[config.mk]
export PLATFORM = sky130hd
export DESIGN_NAME = ipv4_l4_header_field_extractor
export DESIGN_NICKNAME = d
export VERILOG_FILES = /design/src/hw/rtl/l4hfx_pkg.sv /design/src/hw/rtl/l4hfx_front.sv /design/src/hw/rtl/l4hfx_decode.sv /design/src/hw/rtl/l4hfx_fifo.sv /design/src/hw/rtl/ipv4_l4_header_field_extractor.sv
export VERILOG_INCLUDE_DIRS = /design/src /design/src/hw/rtl
export SDC_FILE = /design/constraint.sdc
export NUM_CORES = 1
export LEC_CHECK = 0
export BUFFER_PORTS_ARGS = -buffer_cell sky130_fd_sc_hd__buf_2
export CORE_MARGIN = 8
export CORE_UTILIZATION = 55
export DETAILED_ROUTE_END_ITERATION = 8
export PLACE_DENSITY = 0.72
export SYNTH_ARGS = -nofsm -noshare
export SYNTH_HDL_FRONTEND = slang
export SYNTH_HIERARCHICAL = 1
export SYNTH_SLANG_ARGS = --single-unit
[constraint.sdc]
create_clock -name clk -period 13.7 [get_ports clk]
set_clock_uncertainty 0.05 [all_clocks]
set_input_delay 2.74 -clock clk [delete_from_list [all_inputs] [get_ports clk]]
set_output_delay 2.74 -clock clk [all_outputs]
set_load 0.02 [all_outputs]
[src/hw/rtl/assert_macros.svh]
// ----------------------------------------------------------------------------
// assert_macros.svh
// Concurrent assertion macros shared by the RTL. Defining NO_ASSERTIONS
// removes every check.
// ----------------------------------------------------------------------------
`ifndef ASSERT_MACROS_SVH
`define ASSERT_MACROS_SVH

`ifndef NO_ASSERTIONS

`define ASSERT_IMPL(label, clk, rst_n, ante, cons, msg) \
	label: assert property (@(posedge clk) disable iff (!rst_n) (ante) |-> (cons)) \
		else $error(msg);

`define ASSERT_NEXT(label, clk, rst_n, ante, cons, msg) \
	label: assert property (@(posedge clk) disable iff (!rst_n) (ante) |=> (cons)) \
		else $error(msg);

`else

`define ASSERT_IMPL(label, clk, rst_n, ante, cons, msg)

`define ASSERT_NEXT(label, clk, rst_n, ante, cons, msg)

`endif

`endif

[src/hw/rtl/l4hfx_pkg.sv]
// ----------------------------------------------------------------------------
// l4hfx_pkg
// Types and constants of the IPv4 and transport header field extractor.
// ----------------------------------------------------------------------------
package l4hfx_pkg;

	localparam int unsigned FIFO_DEPTH = 4;
	localparam int unsigned FIFO_AW    = $clog2(FIFO_DEPTH);

	localparam logic [5:0] LINK_BYTES_RESET = 6'd14;
	localparam logic [3:0] IHL_MIN          = 4'd5;
	localparam logic [7:0] IP_HDR_BYTES     = 8'd20;
	localparam logic [7:0] POS_MAX          = 8'd255;
	localparam logic [7:0] PROTO_TCP        = 8'd6;
	localparam logic [7:0] PROTO_UDP        = 8'd17;
	localparam logic [7:0] PROTO_ICMP       = 8'd1;

	typedef enum logic [4:0] {
		FID_VERSION    = 5'd0,
		FID_IHL        = 5'd1,
		FID_TOTLEN     = 5'd2,
		FID_IDENT      = 5'd3,
		FID_FLAGS      = 5'd4,
		FID_FRAGOFF    = 5'd5,
		FID_TTL        = 5'd6,
		FID_PROTO      = 5'd7,
		FID_IPCSUM     = 5'd8,
		FID_SRC        = 5'd9,
		FID_DST        = 5'd10,
		FID_TCP_SPORT  = 5'd11,
		FID_TCP_DPORT  = 5'd12,
		FID_TCP_SEQ    = 5'd13,
		FID_TCP_ACK    = 5'd14,
		FID_TCP_HLEN   = 5'd15,
		FID_TCP_WINDOW = 5'd16,
		FID_UDP_SPORT  = 5'd17,
		FID_UDP_DPORT  = 5'd18,
		FID_UDP_LEN    = 5'd19,
		FID_UDP_CSUM   = 5'd20,
		FID_ICMP_TYPE  = 5'd21,
		FID_ICMP_CODE  = 5'd22,
		FID_ICMP_CSUM  = 5'd23
	} field_id_t;

	typedef struct packed {
		field_id_t   id;
		logic [31:0] value;
	} result_t;

	typedef struct packed {
		result_t r0;
		result_t r1;
		logic    two;
	} pair_t;

	typedef struct packed {
		logic [7:0]  frame_byte;
		logic [31:0] shift;
		logic        in_ip;
		logic [7:0]  ip_off;
		logic [3:0]  ihl;
		logic [7:0]  kind;
	} front_t;

	typedef struct packed {
		logic [FIFO_AW:0] cnt;
		logic             empty;
	} fifo_stat_t;

endpackage

[src/hw/rtl/l4hfx_front.sv]
// ----------------------------------------------------------------------------
// l4hfx_front
// Frame position tracking, shift register, latched header length and
// protocol, and the stage-one register that feeds field decoding.
// ----------------------------------------------------------------------------
module l4hfx_front import l4hfx_pkg::*; (
	input  logic       clk,
	input  logic       arst_n,
	input  logic       cfg_we,
	input  logic [5:0] cfg_data,
	input  logic       accept,
	input  logic [7:0] frame_byte,
	input  logic       frame_end,
	output front_t     front_s1,
	output logic       valid_s1
);

	logic [5:0]  link_q;
	logic [7:0]  pos_q;
	logic [31:0] shift_q;
	logic [3:0]  ihl_q;
	logic [7:0]  kind_q;
	logic        in_ip;
	logic [7:0]  ip_off;
	logic [31:0] shift_next;

	assign in_ip      = pos_q >= {2'b00, link_q};
	assign ip_off     = pos_q - {2'b00, link_q};
	assign shift_next = {shift_q[23:0], frame_byte};

	always_ff @(posedge clk or negedge arst_n) begin
		if (!arst_n) begin
			link_q   <= LINK_BYTES_RESET;
			pos_q    <= '0;
			shift_q  <= '0;
			ihl_q    <= '0;
			kind_q   <= '0;
			valid_s1 <= 1'b0;
		end else begin
			valid_s1 <= accept;
			if (cfg_we) begin
				link_q <= cfg_data;
			end
			if (accept) begin
				if (frame_end) begin
					pos_q   <= '0;
					shift_q <= '0;
					ihl_q   <= '0;
					kind_q  <= '0;
				end else begin
					shift_q <= shift_next;
					if (pos_q != POS_MAX) begin
						pos_q <= pos_q + 8'd1;
					end
					if (in_ip && ip_off == 8'd0) begin
						ihl_q <= frame_byte[3:0];
					end
					if (in_ip && ip_off == 8'd9) begin
						kind_q <= frame_byte;
					end
				end
			end
		end
	end

	always_ff @(posedge clk) begin
		if (accept) begin
			front_s1.frame_byte <= frame_byte;
			front_s1.shift      <= shift_next;
			front_s1.in_ip      <= in_ip;
			front_s1.ip_off     <= ip_off;
			front_s1.ihl        <= ihl_q;
			front_s1.kind       <= kind_q;
		end
	end

endmodule

[src/hw/rtl/l4hfx_decode.sv]
// ----------------------------------------------------------------------------
// l4hfx_decode
// Turns one registered byte and its header offset into zero, one or two
// completed header fields.
// ----------------------------------------------------------------------------
module l4hfx_decode import l4hfx_pkg::*; (
	input  front_t front_s1,
	output pair_t  pair,
	output logic   has
);

	logic [7:0]  b;
	logic [31:0] sh;
	logic [7:0]  start;
	logic [7:0]  t_off;

	function automatic result_t mk(field_id_t id, logic [31:0] v);
		result_t r;
		r.id    = id;
		r.value = v;
		return r;
	endfunction

	assign b     = front_s1.frame_byte;
	assign sh    = front_s1.shift;
	assign start = {2'b00, front_s1.ihl, 2'b00};
	assign t_off = front_s1.ip_off - start;

	always_comb begin
		pair = '0;
		has  = 1'b1;
		if (front_s1.in_ip && front_s1.ip_off < IP_HDR_BYTES) begin
			unique case (front_s1.ip_off[4:0])
				5'd0: begin
					pair.r0  = mk(FID_VERSION, {28'd0, b[7:4]});
					pair.r1  = mk(FID_IHL, {28'd0, b[3:0]});
					pair.two = 1'b1;
				end
				5'd3:  pair.r0 = mk(FID_TOTLEN, {16'd0, sh[15:0]});
				5'd5:  pair.r0 = mk(FID_IDENT, {16'd0, sh[15:0]});
				5'd6:  pair.r0 = mk(FID_FLAGS, {29'd0, b[7:5]});
				5'd7:  pair.r0 = mk(FID_FRAGOFF, {19'd0, sh[12:0]});
				5'd8:  pair.r0 = mk(FID_TTL, {24'd0, b});
				5'd9:  pair.r0 = mk(FID_PROTO, {24'd0, b});
				5'd11: pair.r0 = mk(FID_IPCSUM, {16'd0, sh[15:0]});
				5'd15: pair.r0 = mk(FID_SRC, sh);
				5'd19: pair.r0 = mk(FID_DST, sh);
				default: has = 1'b0;
			endcase
		end else if (front_s1.in_ip && front_s1.ihl >= IHL_MIN && front_s1.ip_off >= start) begin
			priority if (front_s1.kind == PROTO_TCP) begin
				unique case (t_off)
					8'd1:  pair.r0 = mk(FID_TCP_SPORT, {16'd0, sh[15:0]});
					8'd3:  pair.r0 = mk(FID_TCP_DPORT, {16'd0, sh[15:0]});
					8'd7:  pair.r0 = mk(FID_TCP_SEQ, sh);
					8'd11: pair.r0 = mk(FID_TCP_ACK, sh);
					8'd12: pair.r0 = mk(FID_TCP_HLEN, {28'd0, b[7:4]});
					8'd15: pair.r0 = mk(FID_TCP_WINDOW, {16'd0, sh[15:0]});
					default: has = 1'b0;
				endcase
			end else if (front_s1.kind == PROTO_UDP) begin
				unique case (t_off)
					8'd1: pair.r0 = mk(FID_UDP_SPORT, {16'd0, sh[15:0]});
					8'd3: pair.r0 = mk(FID_UDP_DPORT, {16'd0, sh[15:0]});
					8'd5: pair.r0 = mk(FID_UDP_LEN, {16'd0, sh[15:0]});
					8'd7: pair.r0 = mk(FID_UDP_CSUM, {16'd0, sh[15:0]});
					default: has = 1'b0;
				endcase
			end else if (front_s1.kind == PROTO_ICMP) begin
				unique case (t_off)
					8'd0: pair.r0 = mk(FID_ICMP_TYPE, {24'd0, b});
					8'd1: pair.r0 = mk(FID_ICMP_CODE, {24'd0, b});
					8'd3: pair.r0 = mk(FID_ICMP_CSUM, {16'd0, sh[15:0]});
					default: has = 1'b0;
				endcase
			end else begin
				has = 1'b0;
			end
		end else begin
			has = 1'b0;
		end
	end

endmodule

[src/hw/rtl/l4hfx_fifo.sv]
// ----------------------------------------------------------------------------
// l4hfx_fifo
// Small queue of decoded field pairs between the decoder and the output
// channel.
// ----------------------------------------------------------------------------
module l4hfx_fifo import l4hfx_pkg::*; (
	input  logic       clk,
	input  logic       arst_n,
	input  logic       push,
	input  pair_t      wdata,
	input  logic       pop,
	output pair_t      rdata,
	output fifo_stat_t stat
);

	pair_t                mem_q [FIFO_DEPTH];
	logic [FIFO_AW-1:0]   wr_ptr_q;
	logic [FIFO_AW-1:0]   rd_ptr_q;
	logic [FIFO_AW:0]     cnt_q;

	always_ff @(posedge clk) begin
		if (push) begin
			mem_q[wr_ptr_q] <= wdata;
		end
	end

	always_ff @(posedge clk or negedge arst_n) begin
		if (!arst_n) begin
			wr_ptr_q <= '0;
			rd_ptr_q <= '0;
			cnt_q    <= '0;
		end else begin
			if (push) begin
				wr_ptr_q <= FIFO_AW'(wr_ptr_q + 1'b1);
			end
			if (pop) begin
				rd_ptr_q <= FIFO_AW'(rd_ptr_q + 1'b1);
			end
			if (push && !pop) begin
				cnt_q <= (FIFO_AW+1)'(cnt_q + 1'b1);
			end else if (pop && !push) begin
				cnt_q <= (FIFO_AW+1)'(cnt_q - 1'b1);
			end
		end
	end

	assign rdata      = mem_q[rd_ptr_q];
	assign stat.cnt   = cnt_q;
	assign stat.empty = cnt_q == '0;

endmodule

[src/hw/rtl/ipv4_l4_header_field_extractor.sv]
// ----------------------------------------------------------------------------
// ipv4_l4_header_field_extractor
// Frame bytes come in on the input channel (in_valid, in_stall, frame_byte,
// frame_end) and completed IPv4, TCP, UDP and ICMP header fields leave on
// the output channel (out_valid, out_stall, field_id, field_value, run_last).
// The link header length is set through cfg_we and cfg_data; the user must
// write it only while idle, as the block itself does not enforce this. A
// byte is registered, decoded in the next cycle and queued. One byte is taken
// every cycle while in_stall is low; the first IPv4 header byte yields two
// words, which leave in order through a four-entry queue of field pairs.
// in_stall rises only when that queue and the decode stage could not hold
// the results of one more byte, so it follows a stalled output channel.
// Reset clears the position, shift register, latched header fields and
// queue, and sets the link header length to fourteen bytes.
// run_last marks the final word that one byte produced.
// ----------------------------------------------------------------------------
`include "assert_macros.svh"

module ipv4_l4_header_field_extractor import l4hfx_pkg::*; (
	input  logic        clk,
	input  logic        arst_n,
	input  logic        cfg_we,
	input  logic [5:0]  cfg_data,
	input  logic        in_valid,
	output logic        in_stall,
	input  logic [7:0]  frame_byte,
	input  logic        frame_end,
	output logic        out_valid,
	input  logic        out_stall,
	output logic [4:0]  field_id,
	output logic [31:0] field_value,
	output logic        run_last
);

	front_t     front_s1;
	logic       valid_s1;
	pair_t      dec_pair;
	logic       dec_has;
	pair_t      head;
	fifo_stat_t fstat;
	logic       push;
	logic       pop;
	logic       in_accept;
	logic       out_accept;
	logic       sub_q;
	result_t    cur;

	assign in_stall   = ({1'b0, fstat.cnt} + (FIFO_AW+2)'(valid_s1))
		> (FIFO_AW+2)'(FIFO_DEPTH - 1);
	assign in_accept  = in_valid && !in_stall;
	assign push       = valid_s1 && dec_has;
	assign out_valid  = !fstat.empty;
	assign out_accept = out_valid && !out_stall;
	assign cur        = sub_q ? head.r1 : head.r0;
	assign field_id   = cur.id;
	assign field_value = cur.value;
	assign run_last   = sub_q || !head.two;
	assign pop        = out_accept && run_last;

	l4hfx_front u_front (
		.clk        (clk),
		.arst_n     (arst_n),
		.cfg_we     (cfg_we),
		.cfg_data   (cfg_data),
		.accept     (in_accept),
		.frame_byte (frame_byte),
		.frame_end  (frame_end),
		.front_s1   (front_s1),
		.valid_s1   (valid_s1)
	);

	l4hfx_decode u_decode (
		.front_s1 (front_s1),
		.pair     (dec_pair),
		.has      (dec_has)
	);

	l4hfx_fifo u_fifo (
		.clk    (clk),
		.arst_n (arst_n),
		.push   (push),
		.wdata  (dec_pair),
		.pop    (pop),
		.rdata  (head),
		.stat   (fstat)
	);

	always_ff @(posedge clk or negedge arst_n) begin
		if (!arst_n) begin
			sub_q <= 1'b0;
		end else if (out_accept) begin
			sub_q <= !run_last;
		end
	end

	`ASSERT_IMPL(a_no_overflow, clk, arst_n, push && !pop, fstat.cnt < (FIFO_AW+1)'(FIFO_DEPTH), "field queue overflow")
	`ASSERT_IMPL(a_first_of_two, clk, arst_n, out_valid && !run_last, field_id == FID_VERSION, "only the version word is followed by another")
	`ASSERT_NEXT(a_ihl_follows, clk, arst_n, out_accept && !run_last, out_valid && run_last && field_id == FID_IHL, "header length word must follow the version word")

endmodule
# ---- After elaboration in Yosys (flattened, before gate mapping)
# Memory sizes are Yosys's and may differ from the RTL's.
# Cells that the tools add are included.
dict set report totals {
  regBits 120
  mem_bits_rw 284
  inputBits 20
  word_cells 117
  memories 1
}
dict set report op_classes {
  n_addsub 8
  magnitude_cmp 5
  eq_ne 21
  n_mux 32
  n_reduce_logical 34
}
# memory depth word_bits read_ports rd_ports_with_merged_regs wr line_no
set mem_list {}
lappend mem_list {u_fifo.mem_q 4 71 1 0 1 l4hfx_fifo.sv:16} ;# pair_t mem_q [FIFO_DEPTH];
# cell n
set ops {}
lappend ops {{one-hot mux 36 bit (10 select lines)} 1}
lappend ops {{2-to-1 mux 37 bit} 6}
lappend ops {{one-hot mux 37 bit (6 select lines)} 1}
lappend ops {{one-hot mux 37 bit (4 select lines)} 1}
lappend ops {{one-hot mux 37 bit (3 select lines)} 1}
lappend ops {{2-to-1 mux 34 bit} 2}
lappend ops {{equality test 8 x 4 -> 1 bit, second input constant} 4}
lappend ops {{2-to-1 mux 8 bit} 4}
lappend ops {{equality test 8 x 3 -> 1 bit, second input constant} 3}
lappend ops {{2-to-1 mux 24 bit} 1}
lappend ops {{equality test 5 x 4 -> 1 bit, second input constant} 4}
lappend ops {{equality test 8 x 1 -> 1 bit, second input constant} 2}
lappend ops {{>= comparator 8 x 6 -> 1 bit} 2}
lappend ops {{logical NOT 8 bit} 2}
lappend ops {{subtractor 8 x 6 -> 8 bit} 2}
lappend ops {{equality test 5 x 3 -> 1 bit, second input constant} 3}
lappend ops {{logical AND 1 bit} 11}
lappend ops {{2-to-1 mux 1 bit} 11}
lappend ops {{OR reduction 10 bit} 1}
lappend ops {{adder 8 x 1 -> 8 bit, second input constant} 1}
lappend ops {{equality test 8 x 2 -> 1 bit, second input constant} 1}
lappend ops {{equality test 8 x 5 -> 1 bit, second input constant} 1}
lappend ops {{< comparator 8 x 5 -> 1 bit, second input constant} 1}
lappend ops {{2-to-1 mux 4 bit} 2}
lappend ops {{other kinds (19)} 32}

# ---- Logic depth before layout (Yosys ltp)
# Gate-level depths: netlist (run 1).
dict set report depth {
  depth_word 14
  ltp_mapped 17
  mapped_depth_nobuf 16
}

# ---- Modules after synthesis
# Netlist (run 1), hierarchy kept.
# mod n_inst cells_per_inst area_per_inst_um2 seq_area_each_um2
set modules_own_cells {}
lappend modules_own_cells {l4hfx_fifo 1 425 11238.3 9183.8}
lappend modules_own_cells {l4hfx_front 1 386 4500.6 2871.5}
lappend modules_own_cells {l4hfx_decode 1 267 1761.7 0.0}
lappend modules_own_cells {ipv4_l4_header_field_extractor 1 51 573.0 25.0}

# ---- Worst setup path after synthesis (run 1)
# OpenSTA, ideal clock, no wires.
dict set report synth_path {
  path_type {in2reg}
  from {input in_valid}
  to {register u_front.pos_q[4]}
  setup_time_ns 0.078
  arrival_time_ns 6.171
  required_ns 13.572
  slack_ns 7.402
  path_stages 7
  path_cell_list {inv_1 nor2_1 clkbuf_1 clkbuf_1 clkbuf_1 a41oi_1 a21oi_1}
}
dict set report synth_between {
  elab_chain_cells 2
}
# element line_no
set synth_rtl {}
lappend synth_rtl {{start, declared} ipv4_l4_header_field_extractor.sv:24} ;# input logic in_valid,
lappend synth_rtl {{logical AND 1 bit} ipv4_l4_header_field_extractor.sv:50} ;# assign in_accept = in_valid && !in_stall;
lappend synth_rtl {{named net in_accept} ipv4_l4_header_field_extractor.sv:43} ;# logic in_accept;
lappend synth_rtl {{AND reduction 2 bit (no source line)} --}
lappend synth_rtl {{end signal, assigned} l4hfx_front.sv:53} ;# pos_q <= pos_q + 8'd1;
lappend synth_rtl {{end, declared} l4hfx_front.sv:19} ;# logic [7:0] pos_q;
# The timed path passes the listed nets, and every way through them passes these cells.
# A chain may end at the register's enable or synchronous reset.

==> summary.txt, run 1 <==
Logic synthesis
  – Synthesized area: between 0.015 and 0.02 sq mm
  – Synth top area cells: edfxtp_1 (59%), mux4_2 (9.3%), dfrtp_1 (7.8%)
  – Primary FF master, synth: edfxtp_1
  – Post-synth top area share: 58.7%
  – Synth Area in Adders: 1.50%
  – Avg Inst Size Synth: approximately 16 sq um
  – Synth cell types: 83
  – Number of synthesized register bits: about 400
  – Post-synthesis compound-gate area fraction: a little under 7%
  – Asr flop ratio synth: 14.3%
  – Post-synth EDFFs: between 300 and 400
  – Largest family of logic cells by synthesized area: multiplexers
  – Mux contribution to synthesized area: a little under an eighth
  – Sequential cell area fraction in the yosys report: 66.8%
  – Mapped Cells: 1129
  – Simple-Gate Fraction of Synth Area: between 7 and 8%
  – Post-synth top area cell: edfxtp_1
  – Synth Area in XOR/XNOR: 0.727%
  – Yosys warnings: 6

Worst setup path
  – R2r setup slk: ~8.5 ns
  – End of the worst register-to-register path: u_fifo/mem_q[3][9]
  – Crit Path Category: reg -> out
  – Worst setup path start: u_fifo/rd_ptr_q[0]
  – CP Launch Type: flip-flop
  – Critical path peak fanout: between 40 and 50
  – CP required: ~11 ns
  – R2r startpoint: u_front/front_s1[14]
  – Worst R2R Path Depth: 12
  – Worst Path Arrival: 3.29 ns
  – Critical Path Sink Type: primary output

Timing
  – Final hold vios: 0
  – Max_slew headroom: around a quarter
  – Slew @ Worst Pin: roughly 1.1 ns
  – Min Tclk post-route: 6.08 ns
  – Setup violators final: 0
  – Max Slew Vio Count: 0
  – Fmax: ~0.16 GHz
  – Crit share post-route: about 44%
  – Setup TNS: 0 ns
  – RSZ-0062 raised after global routing: false

Floorplanning
  – I/O pin cnt: 60
  – Rows: 66
  – Die H: a little under 200 microns
  – Die span in x: 197 microns
  – Core Area: about 0.032 sq mm
  – Die ar.: around 0.04 sq mm
  – Initial Utilization: a little under three fifths

Worst hold path
  – Hold wc startpoint: u_front/shift_q[22]
  – WHS Path Cells: 0
  – Hold EP: u_front/front_s1[51]
  – HP Class: reg -> reg

Power
  – PwrDens: roughly 190 mW/mm^2
  – Max VDD drop: 0.0000911 V
  – P_leak: approximately 6.5 nW

GRT
  – First-pass GRT wire length: ~54 mm
  – Largest net degree at the start of global routing: between 70 and 80
  – Vias in the first global route: between 9000 and 10000
  – Remaining global-route overflow: 0
  – Initial antenna violation count: 0
  – Tot GR Track Use: 17.5%

Finish
  – Nets: 1217
  – Area delta synth->final: 9.78%
  – Filler cell count: 2378
  – Share of cells above drive strength 1: between 20% and 30%
  – FF+latch area: 0.0121 sq mm
  – Footprint of the multi-input gates: 0.00527 sq mm
  – Fin area: between 0.015 and 0.02 sq mm
  – # diodes: 0

Clock tree
  – Clk sinks: between 400 and 500
  – Post_cts resized: 0
  – CTS max path bufs: 3
  – Worst-Skew Late Latency: roughly 0.53 ns
  – Number of hold-repair buffers added at the cts stage: 0
  – Number of H-tree levels: 2
  – Clock-pin slew on the worst setup and hold paths: about 0.060 ns
  – CTS Buf Count: 42
  – Number of post-CTS setup repair buffers: 0
  – Root Buffer: clkbuf_16
  – CTS tree: yes

Job
  – Max-cap violations: 0

Route
  – Antenna Nets Post-Route: 0
  – DR WL/cell: 20.4 microns
  – Via count: about 9600
  – First-pass DRT Iterations: 6
  – Initial DRC Count: about 720
  – Vias per cell: just under 6
  – DRC: 0
  – Total Wirelength: 33.8 mm

Placed design
  – Buffers on Ports: 59
  – DP Wirelength: between 20 and 25 mm
  – Routability Congestion: around 0.94
  – Cell area after placement: approximately 0.018 sq mm

Outcome
  – Status: finished clean
how the worst max path moves through the flow:
stage / to / cells after the start
finish: field_id[4] / 4
global route: field_value[17] / 4
CTS: field_value[17] / 4
detailed placement: field_value[17] / 4
global placement: field_value[24] / 4
floorplan: u_front/pos_q[4] / 7
metal layers:
layer | vias up | global-route usage (%) | part of all wire, %
li1 | 4420 | - | -
met1 | 4846 | 24.0 | 44
met2 | 293 | 28.9 | 48
met3 | 64 | 2.67 | 5.5
met4 | 0 | 5.15 | 2.5
met5 | - | 0 | 0
worst max-delay path, cell delays in order (launching register included):
cell	delay [ns]
dfrtp_4	0.96
buf_4	0.69
mux4_2	0.60
mux2_2	0.28
buf_2	0.16
stage by stage:
stage / cells / power, mW / worst slack [ns] / util [%] / hold WS [ns]
6_report: 1654 / 3.67 / 7.62 / 61.1 / 0.396
2_1_floorplan: 1160 / 2.42 / 7.40 / - / 0.375
5_1_grt: 1654 / 3.84 / 7.36 / 61.1 / 0.411
3_5_place_dp: 1576 / 2.61 / 8.06 / 57.0 / 0.381
4_1_cts: 1654 / 3.70 / 7.48 / 61.1 / 0.395
3_3_place_gp: 1576 / 2.60 / 8.12 / 57.0 / 0.381
flip-flops by register name (all words and copies together) (netlist names):
name              count
u_fifo/mem_q        300
u_front/front_s1     53
u_front/shift_q      24
u_front/kind_q        8
u_front/pos_q         8
u_front/link_q        6
u_front/ihl_q         4
u_fifo/cnt_q          3
u_fifo/rd_ptr_q       2
u_fifo/wr_ptr_q       2
sub_q                 1
u_front/valid_s1      1
cell type report:
type / count / area share [%]
Clock buffer: 62 / 6.14
Inverter: 55 / 1.04
Sequential cell: 412 / 60.9
Timing Repair Buffer: 70 / 1.90
Clock inverter: 16 / 0.631
Tap cell: 442 / 2.79
Multi-Input combinational cell: 597 / 26.6
cell usage in the layout, fill, tap and decap left out, drive strengths merged, types with 7 or more instances in the layout:
cell,instances
o21ai,59
xor2,7
nand3b,17
mux4,75
o22ai,9
buf,70
a21oi,28
a22o,10
nor3,14
dfrtp,56
xnor2,8
a31oi,15
nand3,28
nor2b,19
conb,32
ha,16
nand2b,17
mux2,39
and3,8
clkbuf,62
o41ai,7
clkinv,12
nand2,38
edfxtp,353
nor2,37
inv,56
and2,30
synth_stat cells, drive strengths merged (7+ instances only):
cell / number
edfxtp: 353
mux4: 75
buf: 73
o21ai: 59
dfrtp: 56
inv: 54
mux2: 39
nand2: 38
nor2: 37
and2: 30
a21oi: 28
nand3: 28
clkbuf: 23
nor2b: 19
nand2b: 17
nand3b: 17
ha: 16
a31oi: 15
nor3: 14
a22o: 10
o22ai: 9
and3: 8
xnor2: 8
o41ai: 7
xor2: 7
power by group:
part,total [mW],switching [mW],internal [mW],leakage (nW)
Combinational,0.899,0.478,0.421,2.12
Sequential,1.68,0.186,1.50,3.70
Clock,1.09,0.453,0.638,0.652
kinds of logic (layout without fill, tap and decap cells):
logic type / after synthesis / count (layout)
flops: 412 / 412
simple gates: 236 / 236
compound gates: 180 / 180
buf+inv: 151 / 203
mux: 114 / 114
fa+ha+maj: 20 / 20
xor+xnor: 15 / 15
other cells: 1 / 32
No activity file was read; power rests on OpenSTA's default activity.
==> inputs of run 2 (changes only) <==
- PLACE_DENSITY: 0.72 -> 0.75
- clock period: 13.7 -> 5.3 ns (I/O delays scaled with it)
==> run 2 against run 1 <==
  * Combinational power grew to 2.7 times the previous value
  * Setup slack worse by 7.0 ns
  * Non-clock buffer count increased by 11
  * Sequential share of layout area down 0.57 points
  * Global-route usage is 0.70 points higher
  * Clock power rose to 2.7 times the previous value
  * Cell count grew 0.73%
  * Clock-buffer cell count fell by 1
  * Utilization increased by 0.57 points
  * Register-to-register slack lost 7.9 ns
  * Largest cell class unchanged
  * Highest routed layer unchanged
==> summary.txt, run 2 (synthesis results as in run 1) <==
Power
  – Sw Share: 30.7%
  – P_leak: between 6 and 7 nW
  – Comb pwr share: about a quarter
  – Pint: between 6 and 7 mW
  – Seq pwr share: between 40% and 50%
  – Switching power: between 2 and 3 mW
  – PwrDens: roughly 480 mW/mm^2
  – Max VDD drop: 0.000296 V
  – Clock share of power: about 30%

GRT
  – Remaining global-route overflow: 0
  – First-pass GRT wire length: between 50 and 60 mm
  – Top Usage Layer GRT: met2
  – Largest net degree at the start of global routing: slightly above 80
  – Initial antenna violation count: 0
  – Met2 usage: between 30% and 40%
  – Met1 Track Usage GR: between 20% and 30%
  – Met3 Resource Use GR: under 10%
  – Tot GR Track Use: a little under a fifth
  – Vias in the first global route: between 9000 and 10000

Worst setup path
  – CP Launch Type: flip-flop
  – R2r startpoint: u_front/front_s1[14]
  – Critical path peak fanout: 11
  – Worst Path Arrival: roughly 5.1 ns
  – Worst setup path start: u_front/front_s1[14]
  – CP required: 5.71 ns
  – Critical Path Sink Type: flip-flop
  – R2r setup slk: about 0.62 ns
  – Crit Path Category: reg -> reg

Floorplanning
  – Die H: a little under 200 microns
  – Initial Utilization: a little under three fifths
  – Core Area: roughly 0.032 sq mm
  – I/O pin cnt: 60
  – Die ar.: 0.0389 sq mm
  – Die span in x: just under 200 microns
  – Rows: 66

Finish
  – # diodes: 0
  – Most frequent cells in the layout: edfxtp_1 (353), mux4_2 (75), buf_2 (59)
  – Commonest non-fill, non-tap cell in the layout: edfxtp_1
  – Largest regs: u_fifo/mem_q x300, u_front/front_s1 x53, u_front/shift_q x24
  – Layout Cells excl Fill: roughly 1700
  – Share of cells above drive strength 1: about a quarter
  – Nets: about 1200
  – Max reg flops: 300
  – Fin area: ~0.02 sq mm
  – Most flops, register: u_fifo/mem_q
  – Filler cell count: about 2300
  – Area delta synth->final: 10.8%

Route
  – Total Wirelength: around 35 mm
  – DRC: 0
  – Antenna Nets Post-Route: 0
  – First-pass DRT Iterations: 5
  – Via count: a little under 10000
  – DR WL/cell: approximately 21 microns
  – Vias per cell: 5.86
  – Initial DRC Count: between 700 and 800

Placed design
  – Cell area after placement: approximately 0.019 sq mm
  – DP Worst Slack: 0.664 ns
  – Buffers on Ports: 59
  – Routability Congestion: roughly 0.90
  – Placed cells: about 1600
  – DP Wirelength: 21.8 mm

Clock tree
  – Clock-pin slew on the worst setup and hold paths: roughly 0.06 ns
  – Number of hold-repair buffers added at the cts stage: 0
  – CTS Buf Count: 43
  – Number of post-CTS setup repair buffers: 0
  – Number of H-tree levels: 2
  – CTS max path bufs: 3
  – Post_cts resized: 0
  – Worst-Skew Late Latency: around 0.54 ns
  – Clk sinks: 412
  – CTS tree: yes
  – Root Buffer: clkbuf_16

Timing
  – Slew @ Worst Pin: ~1.1 ns
  – Setup violators final: 0
  – Max_slew headroom: 29.4%
  – Min Tclk post-route: between 4 and 5 ns
  – Setup TNS: 0 ns
  – Max Slew Vio Count: 0
  – Final worst setup slack: 0.615 ns
  – Hold Slack: between 0.3 and 0.4 ns
  – RSZ-0062 raised after global routing: false
  – Final hold vios: 0
  – Fmax: 0.213 GHz
  – Crit share post-route: between 80% and 90%

Job
  – Max-cap violations: 0

Outcome
  – Status: finished clean

Worst hold path
  – Hold wc startpoint: u_front/shift_q[17]
  – HP Class: reg -> reg
[run 2: cell count changes in the layout (fill, tap and decap cells not counted), sizes merged]
cell / previous run / this run
bufinv: 1 / 3
clkinv: 12 / 11
clkbuf: 62 / 61
buf: 70 / 81
inv: 56 / 57
[run 2: power by group through the flow]
stage / combinational (mW) / sequential [mW] / clock (mW)
after floorplan: 2.18 / 4.07 / 0
after global placement: 2.44 / 4.39 / 0
after detailed placement: 2.45 / 4.40 / 0
after CTS: 2.47 / 4.33 / 2.98
after global routing: 2.66 / 4.39 / 3.11
final: 2.46 / 4.33 / 2.92
[run 2: area by class of cell]
type / instances / area [sq um] / area share (%)
clock inverter: 18 / 190 / 0.950
timing repair buffer: 81 / 523 / 2.61
clock buffer: 61 / 1190 / 5.96
multi-input combinational: 597 / 5270 / 26.3
sequential: 412 / 12100 / 60.4
tap: 442 / 553 / 2.76
inverter: 55 / 206 / 1.03
[run 2: layer usage]
layer / vias up / wire length, microns
met5: - / 0
met4: 0 / 832
met3: 61 / 1870
met2: 314 / 18100
met1: 4953 / 14600
li1: 4439 / -
[run 2: final timing paths]
kind / endpoint / cells past startpoint
worst max-delay path: u_fifo/cnt_q[2] / 16
worst min-delay path: u_front/front_s1[46] / 0
worst max register to register: u_fifo/cnt_q[2] / 16
worst min register to register: u_front/front_s1[46] / 0
max in group asynchronous: u_fifo/rd_ptr_q[0] / 2
min in group asynchronous: u_front/ihl_q[0] / 1
[run 2: through the flow]
stage                     power (mW)  util (%)
after floorplan                 6.25         -
after global placement          6.82      57.4
after detailed placement        6.85      57.4
after CTS                       9.79      61.7
after global routing            10.1      61.7
final                           9.71      61.7
[run 2: critical path: stages, from the launching register on]
cell      delay [ns]
edfxtp_1        0.48
inv_1           0.16
ha_1            0.24
fa_1            0.74
nand2_1         0.22
a21oi_1         0.53
nor2_1          0.08
o311ai_1        0.29
nand3_2         0.24
o21ai_1         0.17
and2_1          0.30
ha_1            0.24
inv_1           0.06
fa_1            0.37
xor2_1          0.17
nor2_1          0.12
xor2_1          0.16
